**src/sv/assert_macros.svh**
```systemverilog
// Assertion macros used by the top-level RTL file.
`ifndef ASSERT_MACROS_SVH
`define ASSERT_MACROS_SVH

// Same-cycle implication, disabled during reset.
`define ASSERT_IMPLIES(label, clk, rst, lhs, rhs) \
   label: assert property (@(posedge clk) disable iff (rst) (lhs) |-> (rhs)) \
      else $error("assertion failed");

// Next-cycle implication, disabled during reset.
`define ASSERT_NEXT(label, clk, rst, lhs, rhs) \
   label: assert property (@(posedge clk) disable iff (rst) (lhs) |=> (rhs)) \
      else $error("assertion failed");

`endif

```
**src/sv/setc_cell.sv**
```systemverilog
// One sample cell of the ring shift chain.
`default_nettype none
module setc_cell #(
   parameter int DATA_BITS = 12
) (
   input  wire logic                 clock,
   input  wire logic                 reset,
   input  wire logic                 advance,
   input  wire logic [DATA_BITS-1:0] data_in,
   output logic      [DATA_BITS-1:0] data_q
);
   logic [DATA_BITS-1:0] data_ff;

   always_ff @(posedge clock) begin
      if (reset) begin
         data_ff <= '0;
      end else if (advance) begin
         data_ff <= data_in;
      end
   end

   assign data_q = data_ff;
endmodule
`default_nettype wire

```
**config.mk**
```make
export PLATFORM = sky130hd
export DESIGN_NAME = setc_cell
export DESIGN_NICKNAME = d
export VERILOG_FILES = /design/src/sv/assert_macros.svh /design/src/sv/setc_cell.sv
export SDC_FILE = /design/constraint.sdc
export NUM_CORES = 1
export LEC_CHECK = 0
export ABC_AREA = 1
export BUFFER_PORTS_ARGS = -buffer_cell sky130_fd_sc_hd__buf_4
export CAP_MARGIN = 20
export CORE_MARGIN = 10
export CORE_UTILIZATION = 37
export CTS_CLUSTER_DIAMETER = 40
export DETAILED_ROUTE_END_ITERATION = 12
export GPL_ROUTABILITY_DRIVEN = 0
export GPL_TIMING_DRIVEN = 0
export PLACE_DENSITY = 0.73
export SLEW_MARGIN = 5
export SYNTH_ARGS = -nofsm -noshare
export SYNTH_HDL_FRONTEND = slang
export SYNTH_SLANG_ARGS = --single-unit
```
**constraint.sdc**
```tcl
create_clock -name clock -period 0.8 [get_ports clock]
set_clock_uncertainty 0.2 [all_clocks]
set_input_delay 0.24 -clock clock [delete_from_list [all_inputs] [get_ports clock]]
set_output_delay 0.24 -clock clock [all_outputs]
set_load 0.05 [all_outputs]
```
After elaboration in Yosys (flattened, before gate mapping)
Index checks and enable logic that the tools add are counted.
{"block": "word_totals", "ff_bits": 12}

Logic depth before layout (Yosys ltp)
{"block": "depth", "ltp_word": 0, "ltp_mapped": 4, "ltp_nobuf": 4}

Worst setup path before layout
OpenSTA, ideal clock, no wires.
{"block": "synth_path", "kind": "register to register", "startpoint": "register, netlist name data_q[9]", "endpoint": "register data_ff[9], in the netlist data_q[9]", "t_arrival_ns": 0.794, "setup_slack_ns": -0.258, "stages_incl_launch_ff": 3, "n_path_buf": 0, "synth_period_minus_slack_ns": 1.058, "path_cell_list": "dfxtp_1 -> nor2_1 -> nor2_1"}
{"element": "end signal, assigned", "line": "setc_cell.sv:18", "source": "data_ff <= data_in;"}
{"element": "end, declared", "line": "setc_cell.sv:12", "source": "logic [DATA_BITS-1:0] data_ff;"}

Worst setup path after layout
{"block": "layout_path", "startpoint": "register data_ff[6], in the netlist data_q[6]", "endpoint": "output data_q[6]"}
{"element": "end, declared", "line": "setc_cell.sv:10", "source": "output logic [DATA_BITS-1:0] data_q"}
No word-level cell between the ends.

==> flow_summary.toml <==
[cells_and_area]
area_of_the_multi_input_gates_sq_um = 190
storage_element_area_sq_um = 285
layout_common_cells = "sky130_fd_sc_hd__nand2_1, sky130_fd_sc_hd__nor2_1, sky130_fd_sc_hd__buf_4"
fraction_of_layout_instances_using_a_drive_strength_above_1_pct = 45.7
largest_reg_flops = 12
most_common_cell_after_layout_fill_and_taps_aside = "sky130_fd_sc_hd__nand2_1"
final_core_util_pct = 68.8
fill_cells = 121
insertedDiodeCount = 0
nets = 122
area_delta_synth_final_pct = 78.1

[place]
place_hpwl_microns = 964
portBuffers = 26
pre_cts_ws_ns = -0.247

[yosys]
synthesized_cell_area_sq_um = 497
synthesis.nets = 91
top_cell_type_by_total_area_after_synthesis = "sky130_fd_sc_hd__dfxtp_1"
post_synthesis_instance_total = 76
synth_top_cells_by_area = "sky130_fd_sc_hd__dfxtp_1, sky130_fd_sc_hd__nand2_1, sky130_fd_sc_hd__nor2_1"
synth_area_per_cell_sq_um = 6.54
synth.ff_latch_count = 12
synth_cell_type_count = 6
yosysTopAreaCellShare_pct = 48.4
yosysSeqAreaShare_pct = 48.4
synth_warnings = 0

[clock_tree]
root_buffer = "sky130_fd_sc_hd__clkbuf_4"
post-cts-setup-buffers = 0
tritoncts_clock_tree = "yes"
clockBufferDepth = 2
cts_made_buffers = 3
cts.sink_count = 12
cts-htree-levels = 1
post_cts_hold_buffer_count = 0
clkTransAtPathRegs_ns = 0.07
clk_latency_ns = 0.26

[floorplanning]
ioPinCount = 27
design.die.area_sq_um = 3210
dieHeight_microns = 56.6
row_count = 13
floorplan.initialDensity_pct = 38.7
core_region_area_sq_um = 1280
die_width_microns = 56.6

[job]
cap_violations = 0

[worst_setup_path]
path_class = "register to output pin"
cp_cell_sequence = "buf_8"
critical_path.top_delay_family = "flip-flops"
crit_end_element = "output pin"
r2r-start = "data_q[3]"
cp_num_buf_inv = 1
crit_fanout = 2
ff2ff_setup_slack_ns = 0.01
worst-endpoint-arrival_ns = 0.76
cp_slowest_cell = "sky130_fd_sc_hd__dfxtp_4"
ff2ff_path_depth = 2
rr_endpoint = "data_q[3]"
cp-start-kind = "register"
worst-endpoint-required_ns = 0.36
cpPeakStageDelay_ns = 0.36

[routing]
dr_total_vias = 497
wire_per_inst_microns = 10.7
via_per_inst = 4.14
first_iter_violations = 4
detailedRoute.firstPassIterationCount = 4
antenna_violating_nets_post_route = 0
route.detailed.drc = 0
postRouteWirelength_microns = 1290

[worst_hold_path]
worstHoldPathCells = 4
hold_start = "reset"
worstHoldEndpoint = "data_q[11]"
worstHoldPathType = "input pin to register"

[global_routing]
grt_start_max_net_pins = 11
grt-ovfl-total = 0
first_global_vias = 481
grt_usage_pct = 8.07
grt_pass1_wl_microns = 2140
antenna_violations_before_repair = 0

[timing]
clock.fmax_mhz = 831
hold_violations = 0
fin_crit_ns = 1.20
setup_ws_ns = -0.403
worst_slew_pin_slew_ns = 0.0979
worst_slew_margin_pct = 93.5
hold-worst-slack_ns = 0.0294
final_max_slew_viol_count = 0
final.period_utilization_pct = 150
setup_viol = 12
setup_repair_after_global_routing_missed_its_margin = "yes"

[power_and_ir_drop]
total_leakage_power_nw = 0.475
post-layout-total-power_mw = 1.47
power.ir.vdd_worst_uv = 1130
power_density_nw_per_um2 = 1660

[run_status]
failed_checks = "setup timing"
run_status = "finished, violations left"
==> what timing repair did <==
item / 4_1_cts / 5_1_grt
hold endpoints to repair: 0 / 0
resized for setup: 24 / 5
setup endpoints to repair: 12 / 21
==> cells in the mapped netlist <==
master and count:
sky130_fd_sc_hd__nand2_1 24, sky130_fd_sc_hd__nor2_1 24, sky130_fd_sc_hd__inv_1 13, sky130_fd_sc_hd__dfxtp_1 12
sky130_fd_sc_hd__buf_6 2, sky130_fd_sc_hd__buf_2 1
==> power breakdown <==
group	leakage, nW	switching [mW]	internal [mW]
Combinational	0.354	0.243	0.205
Sequential	0.107	0.0381	0.630
Clock	0.0138	0.178	0.174
Total	0.475	0.459	1.01
==> routing by layer <==
| layer | track usage [%] | up-vias | share of wire (%) |
|---|---|---|---|
| met5 | 0 | - | 0 |
| met2 | 12.4 | 18 | 47 |
| li1 | - | 274 | - |
| met1 | 8.11 | 205 | 42 |
| met3 | 4.72 | 0 | 11 |
| met4 | 5.15 | 0 | 0 |
==> worst max path at each step <==
stage,startpoint,end,slack (ns),cells after the start
after CTS,data_q[3],data_q[3],-0.41,1
after global placement,reset,data_q[1],-0.20,5
final,data_q[6],data_q[6],-0.40,1
after global routing,data_q[11],data_q[11],-0.44,1
after floorplan,data_q[0],data_q[0],-0.05,0
after detailed placement,reset,data_q[3],-0.25,5
==> area by class of cell <==
type                            count  area share (%)
Timing Repair Buffer               26            32.2
Buffer                              3            3.82
Clock buffer                        3            2.55
Multi-Input combinational cell     48            21.5
Sequential cell                    12            32.2
Tap cell                           15            2.12
Inverter                           13            5.52
==> logic make-up (layout without fill, tap and decap cells) <==
family / count (synthesis) / after routing / share of synthesized area (%)
flip-flops: 12 / 12 / 48.4
AND/OR/NAND/NOR: 48 / 48 / 36.3
buffers and inverters: 16 / 45 / 15.4
==> through the flow <==
step / std cells / TNS, ns / cell area [sq um]
floorplan: 76 / -0.990 / 544
global placement: 117 / -4.03 / 758
detailed placement: 117 / -4.19 / 758
CTS: 120 / -4.85 / 871
global route: 120 / -5.27 / 885
finish: 120 / -4.76 / 885
No activity file was read; power rests on OpenSTA's default activity.
