==> src/sv/assert_macros.svh <==
// Assertion macros used by the top-level RTL file.
`ifndef ASSERT_MACROS_SVH
`define ASSERT_MACROS_SVH

// Same-cycle implication, disabled during reset.
`define ASSERT_IMPLIES(label, clk, rst, lhs, rhs) \
   label: assert property (@(posedge clk) disable iff (rst) (lhs) |-> (rhs)) \
      else $error("assertion failed");

// Next-cycle implication, disabled during reset.
`define ASSERT_NEXT(label, clk, rst, lhs, rhs) \
   label: assert property (@(posedge clk) disable iff (rst) (lhs) |=> (rhs)) \
      else $error("assertion failed");

`endif

==> src/sv/setc_capture_mem.sv <==
// Capture store: single write port, one registered read port.
`default_nettype none
module setc_capture_mem #(
   parameter int DEPTH     = 256,
   parameter int DATA_BITS = 12,
   parameter int ADDR_BITS = $clog2(DEPTH)
) (
   input  wire logic                 clock,
   input  wire logic                 wr_en,
   input  wire logic [ADDR_BITS-1:0] wr_addr,
   input  wire logic [DATA_BITS-1:0] wr_data,
   input  wire logic                 rd_en,
   input  wire logic [ADDR_BITS-1:0] rd_addr,
   output logic      [DATA_BITS-1:0] rd_data
);
   logic [DATA_BITS-1:0] mem [DEPTH];
   logic [DATA_BITS-1:0] rd_data_ff;

   always_ff @(posedge clock) begin
      if (wr_en) begin
         mem[wr_addr] <= wr_data;
      end
   end

   always_ff @(posedge clock) begin
      if (rd_en) begin
         rd_data_ff <= mem[rd_addr];
      end
   end

   assign rd_data = rd_data_ff;
endmodule
`default_nettype wire
==> config.mk <==
export PLATFORM = sky130hd
export DESIGN_NAME = setc_capture_mem
export DESIGN_NICKNAME = d
export VERILOG_FILES = /design/src/sv/assert_macros.svh /design/src/sv/setc_capture_mem.sv
export SDC_FILE = /design/constraint.sdc
export NUM_CORES = 2
export LEC_CHECK = 0
export ABC_AREA = 0
export ABC_CLOCK_PERIOD_IN_PS = 6300
export BUFFER_PORTS_ARGS = -buffer_cell sky130_fd_sc_hd__buf_4
export CAP_MARGIN = 20
export CORE_MARGIN = 1
export CORE_UTILIZATION = 60
export DETAILED_ROUTE_END_ITERATION = 10
export PLACE_DENSITY = 0.77
export SLEW_MARGIN = 10
export SYNTH_ARGS = -nofsm -noshare
export SYNTH_HDL_FRONTEND = slang
export SYNTH_SLANG_ARGS = --single-unit
==> constraint.sdc <==
create_clock -name clock -period 6.3 [get_ports clock]
set_input_delay 0.315 -clock clock [delete_from_list [all_inputs] [get_ports clock]]
set_output_delay 0.315 -clock clock [all_outputs]
set_load 0.005 [all_outputs]
Word level (Yosys, flattened, before mapping). Memories as Yosys holds them, arrays and structs flattened. A register that Yosys moved wholly into a read port is not among the register bits. Cells that the tools add are included.

Output and inout port bits: 12. Word-level logic and storage cells: 3. Memories: 1. Bits in writable memories: 3072. Flip-flop bits (word level): 0. Input bits: 31.

Mux-type cells: 2.

Memory list: mem (depth 256, width 12, rd ports 1, clocked after Yosys merged registers in 1, write ports 1, line setc_capture_mem.sv:16) `logic [DATA_BITS-1:0] mem [DEPTH];`.

Operator list (number): $mux 1 (2).

Depth between registers and ports, before layout.
Depth after elaboration: 2. Gate-level depth with buffers: 11. Gate-level depth less buffers: 6.

Worst setup path before layout. OpenSTA, ideal clock, no wires.

Path type: in2reg. From: input port rd_addr[0]. To: register rd_data_ff[3] (netlist: rd_data[3]), read port of mem (data pin). Setup time: 0.266 ns. Setup slack: 3.926 ns. Stages: 8. Required time: 6.034 ns. Arrival: 2.109 ns. Path through: buf_6 > buf_6 > buf_4 > mux4_2 > a221oi_2 > o22ai_1 > nor4_1 > nor4_1.

RTL lines: start, declared (line setc_capture_mem.sv:13) `input wire logic [ADDR_BITS-1:0] rd_addr,`; end, declared (line setc_capture_mem.sv:17) `logic [DATA_BITS-1:0] rd_data_ff;`.

==> results.json <==
{
  "min_period_over_period_pct": 59.2,
  "holdWs_ps": -17.5,
  "async_flop_share_pct": 0,
  "syn_inst": 5506,
  "fin_tns_setup_ps": 0,
  "critical-path-top-delay-family": "buffers and inverters",
  "cts_tree": "yes",
  "irDropWorstVdd_mv": 0.322,
  "grt_max_degree": 169,
  "fin_nets": 5928,
  "yosysWarningCount": 0,
  "endpoint_kind": "register",
  "crit_buf_inv": 4,
  "worstReg2RegStart": "mem[83][0]",
  "synth_edf_count": 3084,
  "violations": "negative hold slack",
  "critPathRequiredTime_ps": 6950,
  "grt.overflow.total": 0,
  "numCtsBuffers": 313,
  "critPathMostFrequentCell": "buf_4",
  "holdPathEnd": "mem[158][5]",
  "critPathKind": "input port to register",
  "slowest_delay_ps": 910,
  "place_congestion": 0.910,
  "grt_pass1_vias": 60424,
  "finalMaxSlewViolations": 0,
  "min_path_cells": 1,
  "worstPathMaxFanout": 89,
  "synth_area_um2": 119000,
  "wl_per_cell_um": 35.0,
  "holdBufCountCts": 8,
  "clkTransAtPathRegs_ps": 60,
  "cp_data_arrival_time_ps": 4380,
  "drc": 0,
  "dpl.hpwl_um": 177000,
  "hp-class": "input port to register",
  "clock_latency_ps": 940,
  "tightestPinTransition_ps": 1320,
  "vias": 61283,
  "synth.distinct_cells": 60,
  "rsz0062_at_grt": "no",
  "postRouteAntennaNets": 0,
  "grt_pass1_wl_um": 435000,
  "drt_wl_total_um": 306000,
  "antenna_found_initial": 17,
  "startpoint_type": "input port",
  "synth-seq-area-share_pct": 78.0,
  "syn_nets": 5537,
  "ff2ff_setup_slack_ps": 3190,
  "max_slew_margin_pct": 12.0,
  "finalCriticalPeriod_ps": 3730,
  "ctsResizeCount": 0,
  "totalPowerFinal_uw": 42100,
  "finalHoldViolations": 14,
  "post_cts_buffers": 0,
  "synth-seq-cells": 3084,
  "die_area_um2": 200000,
  "std_cell_rows": 162,
  "max_freq_mhz": 268,
  "syn_avg_cell_area_um2": 21.6,
  "cap_violations": 0,
  "cts.sinks": 3084,
  "grt.total_usage_pct": 31.0,
  "path_cells": "buf_8, buf_12, buf_4, mux4_2, a22oi_1, a21oi_1, nor4_1, buf_4, nor4_2",
  "skew_ps": 48.1,
  "port_buffers": 42,
  "die_h_um": 447,
  "io_pins": 43,
  "die_width_um": 447,
  "first_pass_iters": 7,
  "initial_core_util_pct": 60.6,
  "reg2reg_depth": 6,
  "ctsLongestPathBuffers": 4,
  "status": "finished, violations left",
  "cts-root-buf": "clkbuf_16",
  "viasPerCell": 7.00,
  "area_growth_pct": 12.0,
  "htree_levels": 5,
  "core_area_um2": 196000,
  "setup_viol": 0,
  "p_leak_uw": 0.0417,
  "power_density_nw_per_um2": 316,
  "drive_gt1_share_pct": 24.5,
  "min_from": "wr_data[5]",
  "cpMaxStageDelayCell": "nor4_1",
  "drt_iter0_drc": 9798,
  "rr_endpoint": "rd_data[0]",
  "synth_ff_type": "edfxtp_1"
}
layout make-up:
| type | instances | area (um^2) |
|---|---|---|
| well taps | 2624 | 3280 |
| multi-input cells | 2081 | 24100 |
| diodes | 23 | 57.6 |
| fillers | 11569 | 62800 |
| inverters | 3 | 11.3 |
| flip-flops and latches | 3084 | 92600 |
| repair buffers | 414 | 3590 |
| clock buffers | 389 | 8270 |
| clock inverters | 138 | 1070 |
power breakdown:
group	total, uW	internal, uW	switching, uW
sequential	22700	22600	37.2
combinational	2040	655	1380
clock	17400	9940	7420
cell usage in the layout (no fill, tap or decap), types with 13 or more instances in the layout:
cell type  instances
nor2_2            13
o22ai_1           88
nand3_1           30
o21ai_0           34
nand4_1           13
edfxtp_1        3084
a22o_1            19
clkbuf_16        320
a22oi_1          215
buf_4            314
clkinv_1          77
a221oi_1          19
nor3_1            32
buf_6             62
mux2i_1          223
a211oi_1          20
nand2_1           44
clkbuf_1          69
nor2b_1           33
mux2_2            28
nor2_1           287
a21oi_1          121
mux4_2           636
bufinv_16         17
diode_2           23
nor4_1            34
clkinv_2          31
a31oi_1           16
o221ai_1          53
worst max-delay path by stage:
| stage | endpoint | cells past startpoint | slack [ps] | start |
|---|---|---|---|---|
| finish | rd_data[11] | 9 | 2570 | rd_addr[1] |
| global route | rd_data[4] | 10 | 2620 | rd_addr[2] |
| CTS | rd_data[4] | 10 | 2740 | rd_addr[2] |
| detailed placement | rd_data[11] | 9 | 1770 | rd_addr[0] |
| global placement | rd_data[9] | 9 | 1610 | rd_addr[0] |
| floorplan | rd_data[3] | 8 | 3930 | rd_addr[0] |
worst register-to-register path, delay by kind of cell (launching register included):
kind	cells	cell delay, ps
muxes	1	490
DFF	1	380
AOI/OAI and AO/OA	3	1060
and+or+nand+nor	2	950
cells in the mapped netlist (4+ instances only):
cell	count	area [um^2]
a211oi_1	20	150
a21oi_1	121	606
a221oi_1	19	166
a22o_1	19	166
a22oi_1	215	1610
a311oi_1	5	43.8
a31oi_1	16	100
and2_1	4	25.0
and3_1	6	37.5
and3b_1	7	61.3
buf_1	15	56.3
buf_12	16	320
buf_2	72	360
buf_4	33	248
buf_6	35	394
buf_8	14	210
clkbuf_1	153	574
edfxtp_1	3084	92600
mux2_1	7	78.8
mux2_2	28	315
mux2i_1	223	2230
mux4_2	636	14300
nand2_1	45	169
nand2b_1	9	56.3
nand3_1	32	160
nand3b_1	4	30.0
nand4_1	13	81.3
nor2_1	302	1130
nor2b_1	37	231
nor3_1	33	165
nor4_1	34	213
o2111ai_1	4	35.0
o21ai_0	34	170
o221ai_1	53	464
o22ai_1	88	551
o31ai_1	5	37.5
o32ai_1	11	96.3
or2_2	6	37.5
or3_1	4	25.0
sequential cells by signal, indices dropped and copies added (netlist names):
| register | cells |
|---|---|
| rd_data | 12 |
| mem | 3072 |
cells by family (layout without fill, tap and decap cells):
logic type	after synthesis	in the layout	synth area share [%]
muxes	894	894	14.3
AOI/OAI and AO/OA	637	637	3.74
buffers and inverters	341	944	1.83
and+or+nand+nor	550	550	2.17
DFF	3084	3084	78.0
other	0	23	0
per-layer routing:
layer  wire length, um  vias to the layer above  global-route usage [%]
met4             14800                       12                    14.2
met5                87                        -                       0
met3             39900                      791                    8.28
met2            145000                     4831                    47.6
li1                  -                    24060                       -
met1            106000                    31589                    42.0
stage by stage:
stage | setup slack [ps] | cell area (um^2) | utilization, % | hold WS, ps | instances
floorplan | 3930 | 119000 | - | 414 | 5506
global placement | 1610 | 122000 | 62.5 | 719 | 8070
detailed placement | 1770 | 123000 | 62.9 | 717 | 8158
CTS | 2740 | 133000 | 67.7 | 3.57 | 8693
global route | 2620 | 133000 | 67.9 | 14.4 | 8738
finish | 2570 | 133000 | 67.9 | -17.5 | 8756
Note: power is estimated with default switching activity, not from simulation.
